File: src/design/ovlt_pkg.sv
// Package with the shared codes, types and microprogram of the ordered value list table.
package ovlt_pkg;

	localparam int CAPACITY_DEF = 16;
	localparam int MAX_RESULTS  = 16;

	typedef enum logic [2:0] {
		ACT_INS_FRONT,
		ACT_INS_BACK,
		ACT_LIST,
		ACT_SEARCH,
		ACT_REPLACE
	} action_t;

	typedef enum logic [1:0] {
		ST_OK,
		ST_FULL,
		ST_NOT_FOUND,
		ST_EMPTY
	} status_t;

	// Microprogram addresses.
	typedef enum logic [3:0] {
		PC_IDLE,
		PC_DISPATCH,
		PC_INSERT,
		PC_LIST,
		PC_LIST_RD,
		PC_LIST_EMIT,
		PC_SRCH,
		PC_SRCH_RD,
		PC_SRCH_CMP
	} pc_t;

	typedef enum logic [2:0] {
		OP_NOP,
		OP_INSERT,
		OP_LIST_INIT,
		OP_LIST_EMIT,
		OP_SRCH_INIT,
		OP_SRCH_STEP
	} op_t;

	// Jump conditions: when true the sequencer goes to tgt_a, else to tgt_b.
	typedef enum logic [2:0] {
		C_ALWAYS,
		C_ACCEPT,
		C_EMPTY,
		C_LIST_END,
		C_SRCH_END,
		C_DISPATCH
	} cond_t;

	typedef struct packed {
		logic  in_ready;
		logic  emit;
		op_t   op;
		cond_t cond;
		pc_t   tgt_a;
		pc_t   tgt_b;
	} ucode_t;

	function automatic ucode_t ucode_rom(input pc_t pc);
		ucode_t uw;
		unique case (pc)
			PC_IDLE:      uw = '{1'b1, 1'b0, OP_NOP,       C_ACCEPT,   PC_DISPATCH,  PC_IDLE};
			PC_DISPATCH:  uw = '{1'b0, 1'b0, OP_NOP,       C_DISPATCH, PC_IDLE,      PC_IDLE};
			PC_INSERT:    uw = '{1'b0, 1'b1, OP_INSERT,    C_ALWAYS,   PC_IDLE,      PC_IDLE};
			PC_LIST:      uw = '{1'b0, 1'b1, OP_LIST_INIT, C_EMPTY,    PC_IDLE,      PC_LIST_RD};
			PC_LIST_RD:   uw = '{1'b0, 1'b0, OP_NOP,       C_ALWAYS,   PC_LIST_EMIT, PC_LIST_EMIT};
			PC_LIST_EMIT: uw = '{1'b0, 1'b1, OP_LIST_EMIT, C_LIST_END, PC_IDLE,      PC_LIST_RD};
			PC_SRCH:      uw = '{1'b0, 1'b1, OP_SRCH_INIT, C_EMPTY,    PC_IDLE,      PC_SRCH_RD};
			PC_SRCH_RD:   uw = '{1'b0, 1'b0, OP_NOP,       C_ALWAYS,   PC_SRCH_CMP,  PC_SRCH_CMP};
			PC_SRCH_CMP:  uw = '{1'b0, 1'b1, OP_SRCH_STEP, C_SRCH_END, PC_IDLE,      PC_SRCH_RD};
			default:      uw = '{1'b0, 1'b0, OP_NOP,       C_ALWAYS,   PC_IDLE,      PC_IDLE};
		endcase
		return uw;
	endfunction

endpackage

File: src/design/ordered_value_list_table.sv
// Top level of the ordered value list table: microcoded sequencer, list store and output register.
//
// The block keeps an ordered list of up to CAPACITY signed 32-bit values in a circular store
// and takes one command item at a time on the s_ side: insert at the front, insert at the back,
// list all entries, search for a key, or replace the first entry equal to a key. Every command
// gives one result item on the m_ side, except a listing of a non-empty list, which gives one
// result per entry (front first, at most 16) with m_tlast on the final one. An insert into a
// full list, a search or replace that finds nothing, and a listing of an empty list each give a
// single result whose status tells the case, with zero position and value. Unused action codes
// are dropped with no result. A listing or a search works through the entries front first, and
// for each entry it takes a read step and then an emit or compare step, since the list store
// has a single read port whose read data is registered before it is compared or sent. A
// finished result sits in the output register, so the next command can be accepted while the
// last result still waits for m_tready; a result that cannot be loaded because the register
// is still full stalls the sequencer. The store needs no clearing after reset: only entries
// inside the list are ever read.
module ordered_value_list_table
	import ovlt_pkg::*;
#(
	parameter int CAPACITY = CAPACITY_DEF
) (
	input  logic        clk,
	input  logic        arst_n,
	input  logic        s_tvalid,
	output logic        s_tready,
	input  logic [63:0] s_tdata,   // [31:0] value, [63:32] new_value
	input  logic [2:0]  s_tuser,   // [2:0] action
	output logic        m_tvalid,
	input  logic        m_tready,
	output logic [39:0] m_tdata,   // [3:0] position, [35:4] entry_value, [39:36] zero
	output logic [1:0]  m_tuser,   // [1:0] status
	output logic        m_tlast
);

	localparam int IW = $clog2(CAPACITY);
	localparam int CW = $clog2(CAPACITY + 1);
	localparam int SW = IW + 1;

	// Sequencer state and the current control word.
	pc_t    pc_q, pc_d;
	ucode_t uw;
	logic   step_go;
	logic   s_accept;

	// Command held while it is worked on.
	logic [2:0]  action_q;
	logic [31:0] key_q;
	logic [31:0] nval_q;

	// List bookkeeping.
	logic [IW-1:0] front_q, front_d;
	logic [CW-1:0] count_q, count_d;
	logic [IW-1:0] idx_q, idx_d;
	logic [IW-1:0] slot_q, slot_d;

	// List store with one write port and one registered read port.
	logic [31:0]   mem_q [CAPACITY];
	logic [31:0]   rdata_q;
	logic          we;
	logic [IW-1:0] waddr;
	logic [31:0]   wdata;

	// Output register.
	logic        out_valid_q;
	status_t     out_status_q;
	logic [3:0]  out_pos_q;
	logic [31:0] out_val_q;
	logic        out_last_q;
	logic        load_out;
	status_t     o_status;
	logic [3:0]  o_pos;
	logic [31:0] o_val;

	// Derived conditions.
	logic          empty, full, match, at_back, list_end, srch_end;
	logic [IW-1:0] front_dec, slot_inc, back_slot;
	logic [SW-1:0] back_sum;

	assign uw       = ucode_rom(pc_q);
	assign s_tready = uw.in_ready;
	assign s_accept = s_tvalid && uw.in_ready;

	// A step that may emit waits until the output register is free.
	assign step_go = !(uw.emit && out_valid_q && !m_tready);

	assign empty    = (count_q == '0);
	assign full     = (count_q == CW'(CAPACITY));
	assign match    = (rdata_q == key_q);
	assign at_back  = ((CW'(idx_q) + CW'(1)) == count_q);
	assign list_end = at_back || (32'(idx_q) == MAX_RESULTS - 1);
	assign srch_end = match || at_back;

	assign front_dec = (front_q == '0) ? IW'(CAPACITY - 1) : front_q - IW'(1);
	assign slot_inc  = (slot_q == IW'(CAPACITY - 1)) ? '0 : slot_q + IW'(1);
	assign back_sum  = SW'(front_q) + SW'(count_q);
	assign back_slot = (back_sum >= SW'(CAPACITY)) ? IW'(back_sum - SW'(CAPACITY))
	                                               : IW'(back_sum);

	// Next step of the microprogram.
	always_comb begin
		pc_d = pc_q;
		if (step_go) begin
			unique case (uw.cond)
				C_ALWAYS:   pc_d = uw.tgt_a;
				C_ACCEPT:   pc_d = s_accept ? uw.tgt_a : uw.tgt_b;
				C_EMPTY:    pc_d = empty ? uw.tgt_a : uw.tgt_b;
				C_LIST_END: pc_d = list_end ? uw.tgt_a : uw.tgt_b;
				C_SRCH_END: pc_d = srch_end ? uw.tgt_a : uw.tgt_b;
				C_DISPATCH: begin
					unique case (action_q)
						ACT_INS_FRONT, ACT_INS_BACK: pc_d = PC_INSERT;
						ACT_LIST:                    pc_d = PC_LIST;
						ACT_SEARCH, ACT_REPLACE:     pc_d = PC_SRCH;
						default:                     pc_d = PC_IDLE;
					endcase
				end
				default:    pc_d = PC_IDLE;
			endcase
		end
	end

	// Datapath controls decoded from the operation field.
	always_comb begin
		front_d  = front_q;
		count_d  = count_q;
		idx_d    = idx_q;
		slot_d   = slot_q;
		we       = 1'b0;
		waddr    = slot_q;
		wdata    = key_q;
		load_out = 1'b0;
		o_status = ST_OK;
		o_pos    = '0;
		o_val    = '0;
		if (step_go) begin
			unique case (uw.op)
				OP_NOP: begin
				end
				OP_INSERT: begin
					load_out = 1'b1;
					if (full) begin
						o_status = ST_FULL;
					end else begin
						we      = 1'b1;
						count_d = count_q + CW'(1);
						o_val   = key_q;
						if (action_q == ACT_INS_FRONT) begin
							waddr   = front_dec;
							front_d = front_dec;
						end else begin
							waddr = back_slot;
							o_pos = 4'(count_q);
						end
					end
				end
				OP_LIST_INIT, OP_SRCH_INIT: begin
					idx_d  = '0;
					slot_d = front_q;
					if (empty) begin
						load_out = 1'b1;
						o_status = (uw.op == OP_LIST_INIT) ? ST_EMPTY : ST_NOT_FOUND;
					end
				end
				OP_LIST_EMIT: begin
					load_out = 1'b1;
					o_pos    = 4'(idx_q);
					o_val    = rdata_q;
					idx_d    = idx_q + IW'(1);
					slot_d   = slot_inc;
				end
				OP_SRCH_STEP: begin
					if (match) begin
						load_out = 1'b1;
						o_pos    = 4'(idx_q);
						if (action_q == ACT_REPLACE) begin
							we    = 1'b1;
							wdata = nval_q;
							o_val = nval_q;
						end else begin
							o_val = rdata_q;
						end
					end else if (at_back) begin
						load_out = 1'b1;
						o_status = ST_NOT_FOUND;
					end else begin
						idx_d  = idx_q + IW'(1);
						slot_d = slot_inc;
					end
				end
				default: begin
				end
			endcase
		end
	end

	// Control state.
	always_ff @(posedge clk or negedge arst_n) begin
		if (!arst_n) begin
			pc_q        <= PC_IDLE;
			front_q     <= '0;
			count_q     <= '0;
			out_valid_q <= 1'b0;
		end else begin
			pc_q    <= pc_d;
			front_q <= front_d;
			count_q <= count_d;
			if (load_out) begin
				out_valid_q <= 1'b1;
			end else if (m_tready) begin
				out_valid_q <= 1'b0;
			end
		end
	end

	// Payload registers.
	always_ff @(posedge clk) begin
		idx_q  <= idx_d;
		slot_q <= slot_d;
		if (s_accept) begin
			action_q <= s_tuser;
			key_q    <= s_tdata[31:0];
			nval_q   <= s_tdata[63:32];
		end
		if (load_out) begin
			out_status_q <= o_status;
			out_pos_q    <= o_pos;
			out_val_q    <= o_val;
			out_last_q   <= (uw.op == OP_LIST_EMIT) ? list_end : 1'b1;
		end
	end

	// List store.
	always_ff @(posedge clk) begin
		if (we) begin
			mem_q[waddr] <= wdata;
		end
		rdata_q <= mem_q[slot_q];
	end

	assign m_tvalid = out_valid_q;
	assign m_tdata  = {4'b0000, out_val_q, out_pos_q};
	assign m_tuser  = out_status_q;
	assign m_tlast  = out_last_q;

endmodule

File: config.mk
export PLATFORM = sky130hd
export DESIGN_NAME = ordered_value_list_table
export DESIGN_NICKNAME = d
export VERILOG_FILES = /design/src/design/ovlt_pkg.sv /design/src/design/ordered_value_list_table.sv
export SDC_FILE = /design/constraint.sdc
export NUM_CORES = 1
export LEC_CHECK = 0
export BUFFER_PORTS_ARGS = -buffer_cell sky130_fd_sc_hd__buf_2
export CAP_MARGIN = 10
export CELL_PAD_IN_SITES_DETAIL_PLACEMENT = 1
export CELL_PAD_IN_SITES_GLOBAL_PLACEMENT = 1
export CORE_ASPECT_RATIO = 1.4
export CORE_MARGIN = 4
export CORE_UTILIZATION = 40
export CTS_BUF_LIST = sky130_fd_sc_hd__clkbuf_8
export CTS_CLUSTER_DIAMETER = 50
export DETAILED_ROUTE_END_ITERATION = 10
export GPL_ROUTABILITY_DRIVEN = 0
export GPL_TIMING_DRIVEN = 0
export PLACE_DENSITY = 0.6
export SYNTH_ARGS = -nofsm -noshare
export SYNTH_HDL_FRONTEND = slang
export SYNTH_SLANG_ARGS = --single-unit
File: constraint.sdc
create_clock -name clk -period 14.7 [get_ports clk]
set_input_delay 1.47 -clock clk [delete_from_list [all_inputs] [get_ports clk]]
set_output_delay 1.47 -clock clk [all_outputs]
set_load 0.01 [all_outputs]
==> Word level (Yosys, flattened, before mapping) <==
Memories as Yosys holds them, arrays and structs flattened. A register that Yosys moved wholly into a read port is not among the register bits.
Cells that the tools add are included.
{ "totals": {"inputBits": 71, "register_bits": 128, "elab_cells": 116, "memories": 2, "ram_bits": 512, "mem_bits_ro": 240} }
{ "op_classes": {"add_sub_neg": 7, "n_eq_ne": 21, "mux": 51, "n_bitwise": 2, "order_cmp": 1, "n_reduce_logical": 19} }
{ "mem_list": {"columns": ["memory", "words", "word_bits", "rd", "rd_clocked_by_memory_dff", "write_ports", "line", "source"], "rows": [
  ["mem_q", 16, 32, 1, 1, 1, "ordered_value_list_table.sv:57", "logic [31:0] mem_q [CAPACITY];"],
  ["(name not given)", 16, 15, 1, 0, 0, "ovlt_pkg.sv:65", "unique case (pc)"]
]} }
{ "op_table": {"columns": ["operator", "count"], "rows": [
  ["2-to-1 mux 32 bit", 7],
  ["one-hot mux 32 bit (3 select lines)", 1],
  ["2-to-1 mux 4 bit", 18],
  ["one-hot mux 4 bit (3 select lines)", 3],
  ["equality test 32 bit", 1],
  ["one-hot mux 4 bit (6 select lines)", 1],
  ["equality test 3 x 2 -> 1 bit (second input constant)", 6],
  ["equality test 3 bit (second input constant)", 5],
  ["2-to-1 mux 1 bit", 14],
  ["equality test 3 x 1 -> 1 bit (second input constant)", 3],
  ["one-hot mux 3 bit (3 select lines)", 1],
  ["adder 4 x 1 -> 4 bit (second input constant)", 2],
  ["equality test 4 bit (second input constant)", 2],
  ["AND reduction 4 bit", 2],
  ["OR reduction 2 bit", 4],
  ["subtractor 4 x 1 -> 4 bit (second input constant)", 2],
  ["zero test 3 bit", 2],
  ["2-to-1 mux 2 bit", 3],
  ["one-hot mux 2 bit (3 select lines)", 1],
  ["adder 4 x 1 -> 5 bit (second input constant)", 1],
  ["adder 4 x 5 -> 5 bit", 1],
  ["adder 5 x 1 -> 5 bit (second input constant)", 1],
  ["equality test 5 bit", 1],
  ["equality test 5 bit (second input constant)", 1],
  ["13 further kinds", 18]
]} }

==> Longest topological paths before layout <==
{ "logic_depth": {"depth_word": 7, "ltp_mapped": 12} }

==> Worst setup path before layout <==
OpenSTA, ideal clock, no wires.
{ "synth_timing": {"path_kind": "input port to flip-flop", "start": "in s_tvalid", "end": "reg pc_q[1]", "stages": 6, "t_arrival_ps": 8701, "path_slack_ps": 5864, "path_cell_list": "nor4bb_1 nor2_1 a21oi_1 nor2_1 a2111oi_0 a21oi_1"} }
{ "synth_between": {"elab_chain_cells": 3} }
{ "synth_lines": {"columns": ["element", "line", "source"], "rows": [
  ["start: declaration", "ordered_value_list_table.sv:24", "input logic s_tvalid,"],
  ["logical AND 1 bit", "ordered_value_list_table.sv:81", "assign s_accept = s_tvalid && uw.in_ready;"],
  ["2-to-1 mux 4 bit", "ordered_value_list_table.sv:105", "C_ACCEPT: pc_d = s_accept ? uw.tgt_a : uw.tgt_b;"],
  ["one-hot mux 4 bit (6 select lines)", "ordered_value_list_table.sv:103", "unique case (uw.cond)"],
  ["end signal: assignment", "ordered_value_list_table.sv:204", "pc_q <= pc_d;"],
  ["end: declaration", "ordered_value_list_table.sv:40", "pc_t pc_q, pc_d;"]
]} }
Every way passes these cells.
A chain may end at the register's enable or synchronous reset.

==> Worst setup path in the final report <==
{ "layout_timing": {"start": "reg key_q[17]", "end": "mem mem_q[2][12], enable pin"} }
{ "layout_between": {"elab_chain_cells": 6} }
{ "layout_lines": {"columns": ["element", "line", "source"], "rows": [
  ["start: declaration", "ordered_value_list_table.sv:47", "logic [31:0] key_q;"],
  ["start signal: assignment", "ordered_value_list_table.sv:221", "key_q <= s_tdata[31:0];"],
  ["equality test 32 bit", "ordered_value_list_table.sv:88", "assign match = (rdata_q == key_q);"],
  ["2-to-1 mux 1 bit", "ordered_value_list_table.sv:172", "if (match) begin"],
  ["one-hot mux 1 bit (2 select lines)", "ordered_value_list_table.sv:136", "unique case (uw.op)"],
  ["2-to-1 mux 1 bit", "ordered_value_list_table.sv:135", "if (step_go) begin"],
  ["2-to-1 mux 1 bit", "ordered_value_list_table.sv:234", "if (we) begin"],
  ["2-to-1 mux 1 bit (not written as such)", "ordered_value_list_table.sv:235", "mem_q[waddr] <= wdata;"],
  ["end: declaration", "ordered_value_list_table.sv:57", null]
]} }
Every way passes these cells.

==> impl_metrics.yaml <==
clock_network:
  cts_buffers: 103
  ctsHoldBuffers: 0
  cts_tree: "done"
  cts_max_path_buffers: 3
  cts_setup_buffers: 0
  clockRootBuffer: "clkbuf_8"
  htree_levels: 3
  clkTransAtPathRegs_ns: 0.06
  clkLatencyLatePin_ns: 0.71
  postCtsResizedCells: 0
  clock-sinks: 672
critical_path:
  r2r_cells: 8
  cp_slowest_cell: "nor4_1"
  critPathArrivalTime_ns: 5.38
  r2r_setup_slack_ns: 9.71
  crit_path_end_kind: "flip-flop"
  path_cells: "xor2_1 -> nor4_1 -> nand4_1 -> nor4b_4 -> o211ai_1 -> nor2_4 -> buf_16 -> buf_16"
  cp_slowest_stage_delay_ns: 1.05
  cp_top_family: "simple AND/OR/NAND/NOR gates"
  r2r-start: "key_q[17]$_DFFE_PP_"
  reg2reg_to: "mem_q[2][12]$_DFFE_PP_"
  path_class: "flip-flop to flip-flop"
  cp_num_buf_inv: 2
  worstPathMaxFanout: 12
  crit_path_frequent_cell: "buf_16"
  worstPathRequired_ns: 15.08
  start_kind: "flip-flop"
pwr:
  switching_share_pct: 32.7
  p_clk_share_pct: 28.8
  p_sw_mw: 1.73
  p_int_mw: 3.55
  leakage_nw: 11.0
  seqPwrFrac_pct: 47.2
  comb_power_share_pct: 24.1
  vdd_ir_drop_max_v: 0.0000592
  p_per_area_nw_per_um2: 165
die:
  die_w_um: 229
  coreArea_um2: 68000
  io_pins: 116
  design.die.area_um2: 73000
  fp.dieH_um: 318
  row_count: 113
  start_util_pct: 40.4
synthesis:
  synth-seq-cells: 672
  synth_area_um2: 27500
  async_reset_ff_share_pct: 2.08
  ys_warn_count: 0
  ys_types: 67
  syn_avg_cell_area_um2: 16.2
  synth_edf_count: 626
  yosysSeqAreaShare_pct: 72.1
  synth_cells: 1699
  synth_ff_type: "edfxtp_1"
timing:
  timing.final.hold_violations: 0
  max_slew_margin_pct: 5.90
  setup_viol: 0
  fin_crit_sh_pct: 34.0
  skew_ns: 0.0362
  tightest_slew_ns: 1.39
  slew_viol_final: 0
  finalSetupTns_ns: 0
  rsz0062_at_grt: "false"
  fmax_ghz: 0.200
  layout_min_cycle_time_ns: 4.99
global_routing:
  grt_pass1_wl_um: 120000
  antenna_found_initial: 4
  grt_pass1_vias: 17700
  grt_max_degree: 23
  grt_remaining_overflow: 0
  track_usage_pct: 22.3
routing:
  via_per_inst: 5.50
  vias: 16300
  drt_iter0_markers: 1211
  drt-pass1-iter-count: 5
  drcViolationCount: 0
  ant_nets: 0
  wl_per_cell_um: 27.7
  wirelength_um: 82000
status:
  status: "complete, no violations"
worst_hold_path:
  hp-start: "idx_q[0]$_SDFFCE_PP0P_"
  min_path_type: "flip-flop to flip-flop"
  whs_path_depth: 1
  holdPathEnd: "idx_q[0]$_SDFFCE_PP0P_"
place:
  io_buffers: 111
  dp_hpwl_um: 57800
cells_and_area:
  drive_gt1_share_pct: 22.1
  fin_util_pct: 47.1
  syn2layout_area_growth_pct: 16.7
  final_nets: 2033
flow_run:
  maxCapViolations: 0
[state kept, by name (all words and copies together) (netlist names)]
signal     cells
pc_q           4
out_pos_q      4
count_q        5
slot_q         4
action_q       3
m_tvalid       1
rdata_q       32
key_q         32
mem_q        512
m_tuser        2
front_q        4
m_tlast        1
idx_q          4
nval_q        32
out_val_q     32
[how the worst max path moves through the flow]
stage	startpoint	end	slack (ns)	cells after the start
after floorplan	s_tvalid	pc_q[1]$_DFFE_PN0N_	5.86	6
final	key_q[17]$_DFFE_PP_	mem_q[2][12]$_DFFE_PP_	9.71	8
after global routing	pc_q[1]$_DFFE_PN0N_	mem_q[2][14]$_DFFE_PP_	9.74	14
after CTS	key_q[17]$_DFFE_PP_	mem_q[2][14]$_DFFE_PP_	9.75	8
after global placement	s_tvalid	pc_q[1]$_DFFE_PN0N_	2.33	7
after detailed placement	key_q[17]$_DFFE_PP_	mem_q[2][12]$_DFFE_PP_	9.79	8
[cells in the final DEF, fill, tap and decap left out, drive strengths merged, types with 36 or more instances in the layout]
cell type | synthesis | final
a21oi | 87 | 87
a22oi | 65 | 65
buf | 40 | 181
clkbuf | 61 | 169
clkinv | 0 | 54
edfxtp | 626 | 626
inv | 10 | 36
mux2 | 55 | 55
mux2i | 114 | 114
mux4 | 64 | 64
nand2 | 216 | 216
nor2 | 36 | 36
o21ai | 71 | 71
xor2 | 37 | 37
[power groups by stage]
stage	sequential [mW]	combinational [mW]	clock, mW
after floorplan	2.51	0.727	0
after global placement	2.55	1.18	0
after detailed placement	2.53	1.27	0
after CTS	2.49	1.27	1.56
after global routing	2.51	1.36	1.65
final	2.49	1.27	1.52
[worst register-to-register path, cell delays in order (launching register included)]
cell and delay (ns):
edfxtp_1 0.43, xor2_1 0.23, nor4_1 1.05, nand4_1 0.46
nor4b_4 0.87, o211ai_1 0.55, nor2_4 0.65, buf_16 0.25
buf_16 0.18
[Yosys cell counts (3+ instances only)]
library cell | number | area share [%]
a2111oi_0 | 3 | 0.096
a211oi_1 | 4 | 0.11
a21o_1 | 5 | 0.14
a21oi_1 | 86 | 1.6
a221oi_1 | 34 | 1.1
a22oi_1 | 65 | 1.8
a31oi_1 | 6 | 0.14
and2_1 | 7 | 0.16
and3_1 | 4 | 0.091
buf_1 | 6 | 0.082
buf_2 | 24 | 0.44
buf_4 | 6 | 0.16
buf_6 | 4 | 0.16
clkbuf_1 | 61 | 0.83
dfrtp_1 | 14 | 1.3
dfxtp_1 | 32 | 2.3
edfxtp_1 | 626 | 68
ha_1 | 13 | 0.59
inv_1 | 10 | 0.14
mux2_1 | 7 | 0.29
mux2_2 | 48 | 2.0
mux2i_1 | 114 | 4.2
mux4_2 | 64 | 5.2
nand2_1 | 216 | 3.0
nand2b_1 | 3 | 0.068
nand3_1 | 4 | 0.073
nand3b_1 | 4 | 0.11
nand4_1 | 4 | 0.091
nor2_1 | 36 | 0.49
nor2b_1 | 6 | 0.14
nor3_1 | 7 | 0.13
nor3b_1 | 4 | 0.11
nor4_1 | 9 | 0.21
o211ai_1 | 7 | 0.19
o21ai_0 | 69 | 1.3
o31ai_1 | 3 | 0.082
xnor2_1 | 11 | 0.35
xor2_1 | 37 | 1.2
[routing by layer]
metal	GRT usage [%]	share of wire, %
met1	26.9	39
met4	9.27	4.0
met2	39.5	52
met5	0	0
met3	3.73	4.8
[stage by stage]
step | total power [mW] | setup WS, ns | hold slack (ns) | area, um^2 | cells
after floorplan | 3.24 | 5.86 | 0.570 | 27500 | 1702
after global routing | 5.52 | 9.74 | 0.671 | 32000 | 2959
after CTS | 5.32 | 9.75 | 0.650 | 32000 | 2958
after detailed placement | 3.80 | 9.79 | 0.634 | 30000 | 2763
after global placement | 3.73 | 2.33 | 0.622 | 29200 | 2733
final | 5.28 | 9.71 | 0.657 | 32100 | 2960
[final cells by class]
cell class                 count  area, um^2
fill                        6599       36000
sequential                   672       19800
multi-input combinational    919        7340
clock buffer                 108        1490
timing repair buffer         141        1270
tap                          920        1150
clock inverter                87         517
buffer                       101         462
inverter                      10        37.5
antenna                        2        5.00
[kinds of logic after synthesis]
family / synth area share [%]
other cells: 0.0137
flops: 72.1
xor+xnor: 1.62
buf+inv: 1.82
compound gates: 7.07
fa+ha+maj: 0.665
simple gates: 5.09
mux: 11.7
Power figures use the tool's default switching activity.
